### src/glqr_pkg.sv
// Shared types and constants of the gray-level quantize and remap core.
package glqr_pkg;

   // Width of one gray value and of every configuration register.
   localparam int unsigned PIX_W = 8;

   // Register index port width and the register map.
   localparam int unsigned CSR_IDX_W = 2;

   typedef enum logic [CSR_IDX_W-1:0] {
      CSR_QUANT_STEPS = 2'd0,
      CSR_RANGE_LOW   = 2'd1,
      CSR_RANGE_HIGH  = 2'd2
   } csr_index_type;

   // Reset values of the registers.
   localparam logic [PIX_W-1:0] QUANT_STEPS_RST = 8'd0;
   localparam logic [PIX_W-1:0] RANGE_LOW_RST   = 8'd0;
   localparam logic [PIX_W-1:0] RANGE_HIGH_RST  = 8'd255;

   // Gray extremes that always pass unchanged.
   localparam logic [PIX_W-1:0] PIX_BLACK = 8'd0;
   localparam logic [PIX_W-1:0] PIX_WHITE = 8'd255;

   // Rounded division by 255: floor((x + 127) / 255) is computed as
   // ((x + 127) * 32897) >> 23, which is exact for arguments below 66052.
   localparam int unsigned     PROD_W      = 16;
   localparam int unsigned     WIDE_W      = 32;
   localparam logic [15:0]     HALF_255    = 16'd127;
   localparam logic [15:0]     RECIP_255   = 16'd32897;
   localparam int unsigned     RECIP_SHIFT = 23;

   // Level value divider: numerator 510*q + s, divisor 2*s, quotient 0..255.
   localparam int unsigned     REM_W     = 17;
   localparam logic [REM_W-1:0] LEVEL_SPAN = 17'd510;

   // Pipeline depth: one product stage, one reciprocal stage, one numerator
   // stage, one stage per quotient bit, two remap stages and the output stage.
   localparam int unsigned NUM_STAGES = 6 + PIX_W;

endpackage

### src/gray_level_quantize_remap_core.sv
// Top level of the gray-level quantize and remap core.
// Throughput: one pixel per clock unless rsp_tready stalls the output; the
// quotient of the level divider is formed one bit per stage over eight stages,
// so no unit is shared between pixels.
// A stage takes a new pixel whenever it is empty or its successor moves on.
// Synchronous reset empties the pipeline and loads the register reset values.
module gray_level_quantize_remap_core
   import glqr_pkg::*;
(
   input  logic                 clock,
   input  logic                 reset,
   // Input pixel channel.
   input  logic                 req_tvalid,
   output logic                 req_tready,
   input  logic [PIX_W-1:0]     req_tdata,   // [7:0] pixel_in
   // Result pixel channel.
   output logic                 rsp_tvalid,
   input  logic                 rsp_tready,
   output logic [PIX_W-1:0]     rsp_tdata,   // [7:0] pixel_out
   // Configuration write port.
   input  logic                 csr_we,
   input  logic [CSR_IDX_W-1:0] csr_index,
   input  logic [PIX_W-1:0]     csr_wdata
);

   localparam int unsigned LAST     = NUM_STAGES - 1;
   localparam int unsigned ST_PROD  = 0;
   localparam int unsigned ST_RECIP = 1;
   localparam int unsigned ST_NUM   = 2;
   localparam int unsigned ST_DIV0  = 3;
   localparam int unsigned ST_MUL   = ST_DIV0 + PIX_W;
   localparam int unsigned ST_SUM   = ST_MUL + 1;

   // Configuration registers.
   logic [PIX_W-1:0] quant_steps_ff, quant_steps_in;
   logic [PIX_W-1:0] range_low_ff, range_low_in;
   logic [PIX_W-1:0] range_high_ff, range_high_in;

   // Pipeline control.
   logic [NUM_STAGES-1:0] vld_ff, vld_in;
   logic [NUM_STAGES-1:0] adv;

   // Pixel and bypass flag travel alongside every stage before the output.
   logic [PIX_W-1:0] c_ff   [LAST];
   logic [PIX_W-1:0] c_in   [LAST];
   logic             byp_ff [LAST];
   logic             byp_in [LAST];

   // Stage payloads.
   logic [PROD_W-1:0] p_ff, p_in;
   logic [WIDE_W-1:0] q_wide;
   logic [PIX_W-1:0]  q_ff, q_in;
   logic [REM_W-1:0]  rem_ff [PIX_W+1];
   logic [REM_W-1:0]  rem_in [PIX_W+1];
   logic [PIX_W-1:0]  quo_ff [PIX_W+1];
   logic [PIX_W-1:0]  quo_in [PIX_W+1];
   logic [REM_W-1:0]  div_den;
   logic [PROD_W-1:0] lo_prod_ff, lo_prod_in;
   logic [PROD_W-1:0] hi_prod_ff, hi_prod_in;
   logic [PROD_W-1:0] sum_ff, sum_in;
   logic [WIDE_W-1:0] res_wide;
   logic [PIX_W-1:0]  pix_out_ff, pix_out_in;
   logic              out_byp_ff, out_byp_in;

   // Configuration writes; an index beyond the map is ignored.
   always_comb begin
      quant_steps_in = quant_steps_ff;
      range_low_in   = range_low_ff;
      range_high_in  = range_high_ff;
      if (csr_we) begin
         case (csr_index)
            CSR_QUANT_STEPS: quant_steps_in = csr_wdata;
            CSR_RANGE_LOW:   range_low_in   = csr_wdata;
            CSR_RANGE_HIGH:  range_high_in  = csr_wdata;
            default: ;
         endcase
      end
   end

   always_ff @(posedge clock) begin
      if (reset) begin
         quant_steps_ff <= QUANT_STEPS_RST;
         range_low_ff   <= RANGE_LOW_RST;
         range_high_ff  <= RANGE_HIGH_RST;
      end else begin
         quant_steps_ff <= quant_steps_in;
         range_low_ff   <= range_low_in;
         range_high_ff  <= range_high_in;
      end
   end

   // A stage may load when it is empty or when its content moves on.
   always_comb begin
      adv[LAST] = !vld_ff[LAST] || rsp_tready;
      for (int i = LAST - 1; i >= 0; i--) begin
         adv[i] = !vld_ff[i] || adv[i+1];
      end
      vld_in[0] = adv[0] ? req_tvalid : vld_ff[0];
      for (int i = 1; i < NUM_STAGES; i++) begin
         vld_in[i] = adv[i] ? vld_ff[i-1] : vld_ff[i];
      end
   end

   always_ff @(posedge clock) begin
      if (reset) begin
         vld_ff <= '0;
      end else begin
         vld_ff <= vld_in;
      end
   end

   assign req_tready = adv[0];

   // Pixel and bypass flag carried down the pipeline.
   always_comb begin
      c_in[0]   = adv[0] ? req_tdata : c_ff[0];
      byp_in[0] = adv[0] ? ((quant_steps_ff == '0) || (req_tdata == PIX_BLACK)
                            || (req_tdata == PIX_WHITE)) : byp_ff[0];
      for (int i = 1; i < LAST; i++) begin
         c_in[i]   = adv[i] ? c_ff[i-1]   : c_ff[i];
         byp_in[i] = adv[i] ? byp_ff[i-1] : byp_ff[i];
      end
   end

   always_ff @(posedge clock) begin
      for (int i = 0; i < LAST; i++) begin
         c_ff[i]   <= c_in[i];
         byp_ff[i] <= byp_in[i];
      end
   end

   // Stage 0: scaled pixel c*s plus half a step.
   assign p_in = adv[ST_PROD]
      ? (PROD_W'(req_tdata) * PROD_W'(quant_steps_ff) + HALF_255) : p_ff;

   // Stage 1: level index q by the reciprocal of 255.
   assign q_wide = WIDE_W'(p_ff) * WIDE_W'(RECIP_255);
   assign q_in   = adv[ST_RECIP] ? q_wide[RECIP_SHIFT +: PIX_W] : q_ff;

   // Stage 2: divider numerator 510*q + s, quotient cleared.
   assign rem_in[0] = adv[ST_NUM]
      ? (REM_W'(q_ff) * LEVEL_SPAN + REM_W'(quant_steps_ff)) : rem_ff[0];
   assign quo_in[0] = adv[ST_NUM] ? '0 : quo_ff[0];

   // Stages 3 to 10: restoring division by 2*s, most significant bit first.
   assign div_den = {{(REM_W-PIX_W-1){1'b0}}, quant_steps_ff, 1'b0};

   for (genvar j = 0; j < PIX_W; j++) begin : g_div
      logic [REM_W-1:0] den_sh;
      logic             take;
      assign den_sh = div_den << (PIX_W - 1 - j);
      assign take   = rem_ff[j] >= den_sh;
      assign rem_in[j+1] = adv[ST_DIV0+j]
         ? (take ? (rem_ff[j] - den_sh) : rem_ff[j]) : rem_ff[j+1];
      assign quo_in[j+1] = adv[ST_DIV0+j]
         ? {quo_ff[j][PIX_W-2:0], take} : quo_ff[j+1];
   end

   always_ff @(posedge clock) begin
      p_ff <= p_in;
      q_ff <= q_in;
      for (int j = 0; j <= PIX_W; j++) begin
         rem_ff[j] <= rem_in[j];
         quo_ff[j] <= quo_in[j];
      end
   end

   // Stage 11: weights of the two range ends.
   assign lo_prod_in = adv[ST_MUL]
      ? (PROD_W'(range_low_ff) * PROD_W'(PIX_WHITE - quo_ff[PIX_W])) : lo_prod_ff;
   assign hi_prod_in = adv[ST_MUL]
      ? (PROD_W'(range_high_ff) * PROD_W'(quo_ff[PIX_W])) : hi_prod_ff;

   // Stage 12: blended value plus half a step.
   assign sum_in = adv[ST_SUM] ? (lo_prod_ff + hi_prod_ff + HALF_255) : sum_ff;

   // Stage 13: rounded division by 255, or the untouched pixel.
   assign res_wide   = WIDE_W'(sum_ff) * WIDE_W'(RECIP_255);
   assign pix_out_in = adv[LAST]
      ? (byp_ff[LAST-1] ? c_ff[LAST-1] : res_wide[RECIP_SHIFT +: PIX_W]) : pix_out_ff;
   assign out_byp_in = adv[LAST] ? byp_ff[LAST-1] : out_byp_ff;

   always_ff @(posedge clock) begin
      lo_prod_ff <= lo_prod_in;
      hi_prod_ff <= hi_prod_in;
      sum_ff     <= sum_in;
      pix_out_ff <= pix_out_in;
      out_byp_ff <= out_byp_in;
   end

   assign rsp_tvalid = vld_ff[LAST];
   assign rsp_tdata  = pix_out_ff;

   // The level index never exceeds the number of steps.
   a_level_in_range: assert property (@(posedge clock) disable iff (reset)
      vld_ff[ST_RECIP] && !byp_ff[ST_RECIP] |-> q_ff <= quant_steps_ff)
      else $error("level index above step count");

   // The divider leaves a remainder below its divisor.
   a_div_remainder: assert property (@(posedge clock) disable iff (reset)
      vld_ff[ST_MUL-1] && !byp_ff[ST_MUL-1] |-> rem_ff[PIX_W] < div_den)
      else $error("divider remainder not below divisor");

   // Input is held off only when the whole pipeline is blocked downstream.
   a_stall_source: assert property (@(posedge clock) disable iff (reset)
      !req_tready |-> rsp_tvalid && !rsp_tready)
      else $error("input stalled without a downstream stall");

   // A remapped pixel lies between the two range ends.
   a_out_in_range: assert property (@(posedge clock) disable iff (reset)
      rsp_tvalid && !out_byp_ff |->
         (rsp_tdata >= range_low_ff && rsp_tdata <= range_high_ff) ||
         (rsp_tdata >= range_high_ff && rsp_tdata <= range_low_ff))
      else $error("remapped pixel outside the output range");

endmodule
### config.mk
export PLATFORM = sky130hd
export DESIGN_NAME = gray_level_quantize_remap_core
export DESIGN_NICKNAME = d
export VERILOG_FILES = /design/src/glqr_pkg.sv /design/src/gray_level_quantize_remap_core.sv
export SDC_FILE = /design/constraint.sdc
export NUM_CORES = 1
export LEC_CHECK = 0
export BUFFER_PORTS_ARGS = -buffer_cell sky130_fd_sc_hd__buf_2
export CAP_MARGIN = 20
export CORE_MARGIN = 8
export CORE_UTILIZATION = 63
export DETAILED_ROUTE_END_ITERATION = 7
export PLACE_DENSITY = 0.8
export SLEW_MARGIN = 20
export SYNTH_ARGS = -nofsm -noshare
export SYNTH_HDL_FRONTEND = slang
export SYNTH_SLANG_ARGS = --single-unit
### constraint.sdc
create_clock -name clock -period 15.4 [get_ports clock]
set_input_delay 3.85 -clock clock [delete_from_list [all_inputs] [get_ports clock]]
set_output_delay 3.85 -clock clock [all_outputs]
set_load 0.02 [all_outputs]
==> qor.csv <==
stage,metric,value,unit
run_status,status,"complete, no violations",
timing,slew_violations,0,
synth,ys_types,66,
cells_and_area,design_area,30030,um^2
setup_path,arrival,6460,ps
synth,syn_nets,2961,
clock_network,clk_path_buf_depth,3,
floorplanning,ioPinCount,33,
setup_path,ff2ff_path_depth,16,
drt,drtAntennaViolNets,0,
setup_path,worstSetupEndpointType,output pin,
synth,synth_seq_area_share,0.4281,
drt,vias_per_cell,5.759,
timing,slew_headroom,0.3065,
cells_and_area,nets,3000,
timing,worst_slack,5088,ps
flow_run,maxCapViolations,0,
clock_network,cts.sink_count,407,
cells_and_area,syn2layout_area_growth,8.586,%
timing,fin_crit,10310,ps
grt,antenna_found_initial,0,
clock_network,cts_setup_buffers,0,
cells_and_area,drive_above_1_share,0.05627,
synth,ys_warn_count,0,
clock_network,clk_pin_slew,60,ps
timing,hold_viol_final,0,
synth,syn_area_per_cell,11.46,um^2
grt,first_global_vias,18790,
hold_path,hp-class,reg2reg,
setup_path,crit_path_max_fanout,27,
cells_and_area,fin_util,0.6957,
placed_design,dp.cells,2991,
grt,grtUsageTotal,0.2174,
placed_design,gp_congestion,0.9104,
grt,grt_start_max_net_pins,39,
floorplanning,die_x,225.5,um
setup_path,criticalPathCategory,in2out,
drt,dr.pass1.iters,6,
timing,finalSetupViolCount,0,
clock_network,clockRootBuffer,clkbuf_16,
timing,fmax,0.09697,GHz
timing,skew,22.31,ps
floorplanning,placementRows,76,
timing,tns,0,ps
cells_and_area,final_cell_mix,"ha_1 (372), edfxtp_1 (369), inv_1 (286)",
pwr,p_per_area,225.1,nW/um^2
cells_and_area,mostFrequentLayoutCell,ha_1,
setup_path,critical_path_required,11550,ps
drt,drt_iter0_drc,1094,
floorplanning,start_util,0.6407,
hold_path,min_delay_path_depth,0,
drt,drc,0,
drt,routed-via-count,17700,
cells_and_area,fin_cells,3074,
placed_design,pre_cts_ws,5242,ps
drt,detail_route.wl_per_cell,17.28,um
floorplanning,die_area,50860,um^2
grt,globalRouteOverflowTotal,0,
drt,finalWirelength,53110,um
clock_network,cts_made_buffers,43,
pwr,ir_drop,373.0,uV
placed_design,dpl_cell_area,28440,um^2
clock_network,cts_tree,built,
setup_path,worst_setup_path_start_kind,input port,
timing,worst_pin_slew,1034,ps
synth,async_flop_share,0,
timing,fin_crit_sh,0.6696,
synth,synth_edf_count,369,
clock_network,clock_latency,580,ps
clock_network,htreeDepth,2,
grt,grt_pass1_wl,89930,um
clock_network,hold_buffers,0,
synth,postSynthCellCount,2414,
cells_and_area,nFillCells,3064,
pwr,p_leak,13.64,nW
placed_design,port_buffers,32,
synth,ys_ff_latch,407,
timing,rsz0062_at_grt,false,
floorplanning,core_area,43170,um^2
clock_network,cts.repair.resized,0,
floorplanning,die_y,225.5,um
synth,synth_top_flop_cell,edfxtp_1,
placed_design,hpwlAfterDp,40440,um
synth,syn_area,27660,um^2
==> worst paths after layout <==
kind              endpoint         from  slack (ps)
min            c_ff[0][30]  c_ff[0][22]         410
min reg2reg    c_ff[0][30]  c_ff[0][22]         410
max reg2reg  rem_ff[0][16]      q_ff[0]       10150
max             req_tready   rsp_tready        5090
==> layer usage <==
layer	vias up	track usage	share of wire
met2	485	0.4110	0.53
li1	8475	-	-
met3	166	0.03357	0.047
met4	0	0.08826	0.039
met5	-	0	0
met1	8578	0.2405	0.39
==> per-stage QoR <==
stage                     power [mW]  hold WS, ps
after floorplan                4.830        400.3
after global placement         5.414        401.3
after detailed placement       5.633        404.5
after CTS                      6.790        396.2
after global routing           7.395        412.0
final                          6.759        405.7
==> Yosys cell counts (17+ instances only) <==
master      n  area (um^2)
clkbuf_1   40        150.1
fa_1      152         3043
o21ai_0    76        380.4
nor2_1    128        480.5
mux2i_1    17        170.2
edfxtp_1  369        11080
inv_1     289         1085
o21a_1     18        135.1
nand2_1   192        720.7
nor2b_1    64        400.4
and2_1     64        400.4
nor3_1     42        210.2
nand2b_1   50        312.8
xnor2_1    95        832.1
a21oi_1    93        465.5
a21o_1     29        217.7
ha_1      372         4654
nor4_1     17        106.4
nand3_1    31        155.2
dfxtp_1    38        760.7
xor2_1     47        411.6
==> final cells by class <==
| type | instances | area (um^2) | area share |
|---|---|---|---|
| multi-input cells | 1672 | 14570 | 0.4850 |
| inverters | 289 | 1085 | 0.03612 |
| clock inverters | 22 | 325.3 | 0.01083 |
| repair buffers | 40 | 267.8 | 0.008916 |
| clock buffers | 58 | 1212 | 0.04037 |
| well taps | 585 | 732.0 | 0.02437 |
| diodes | 1 | 2.502 | 0.00008332 |
| flip-flops and latches | 407 | 11840 | 0.3943 |
==> registers in the layout, indices dropped and copies added, names as in the netlist <==
register and flops:
rem_ff 136, c_ff 104, quo_ff 36, hi_prod_ff 16
lo_prod_ff 16, p_ff 16, sum_ff 16, vld_ff 14
byp_ff 13, q_ff 8, quant_steps_ff 8, range_high_ff 8
range_low_ff 8, rsp_tdata 8
==> power by group <==
group / internal, mW / switching [mW]
logic: 1.70 / 1.99
clock network: 0.662 / 0.437
registers: 1.76 / 0.210
==> critical path: stages <==
cell and delay [ps]:
buf_2 90, nor2b_1 270, inv_1 240, nor2_1 270
and2_1 340, and3_1 310, and3_1 230, and2_1 250
nand4_1 120, buf_4 260, buf_2 210
==> logic make-up after synthesis <==
kind of cell,count (synthesis),synth area share
AND/OR/NAND/NOR,666,0.1210
adder cells (fa/ha/maj),524,0.2783
flip-flops,407,0.4281
buffers and inverters,335,0.04560
AO/OA/AOI/OAI,314,0.07216
XOR/XNOR,142,0.04497
multiplexers,26,0.009817
Power figures use the tool's default switching activity.
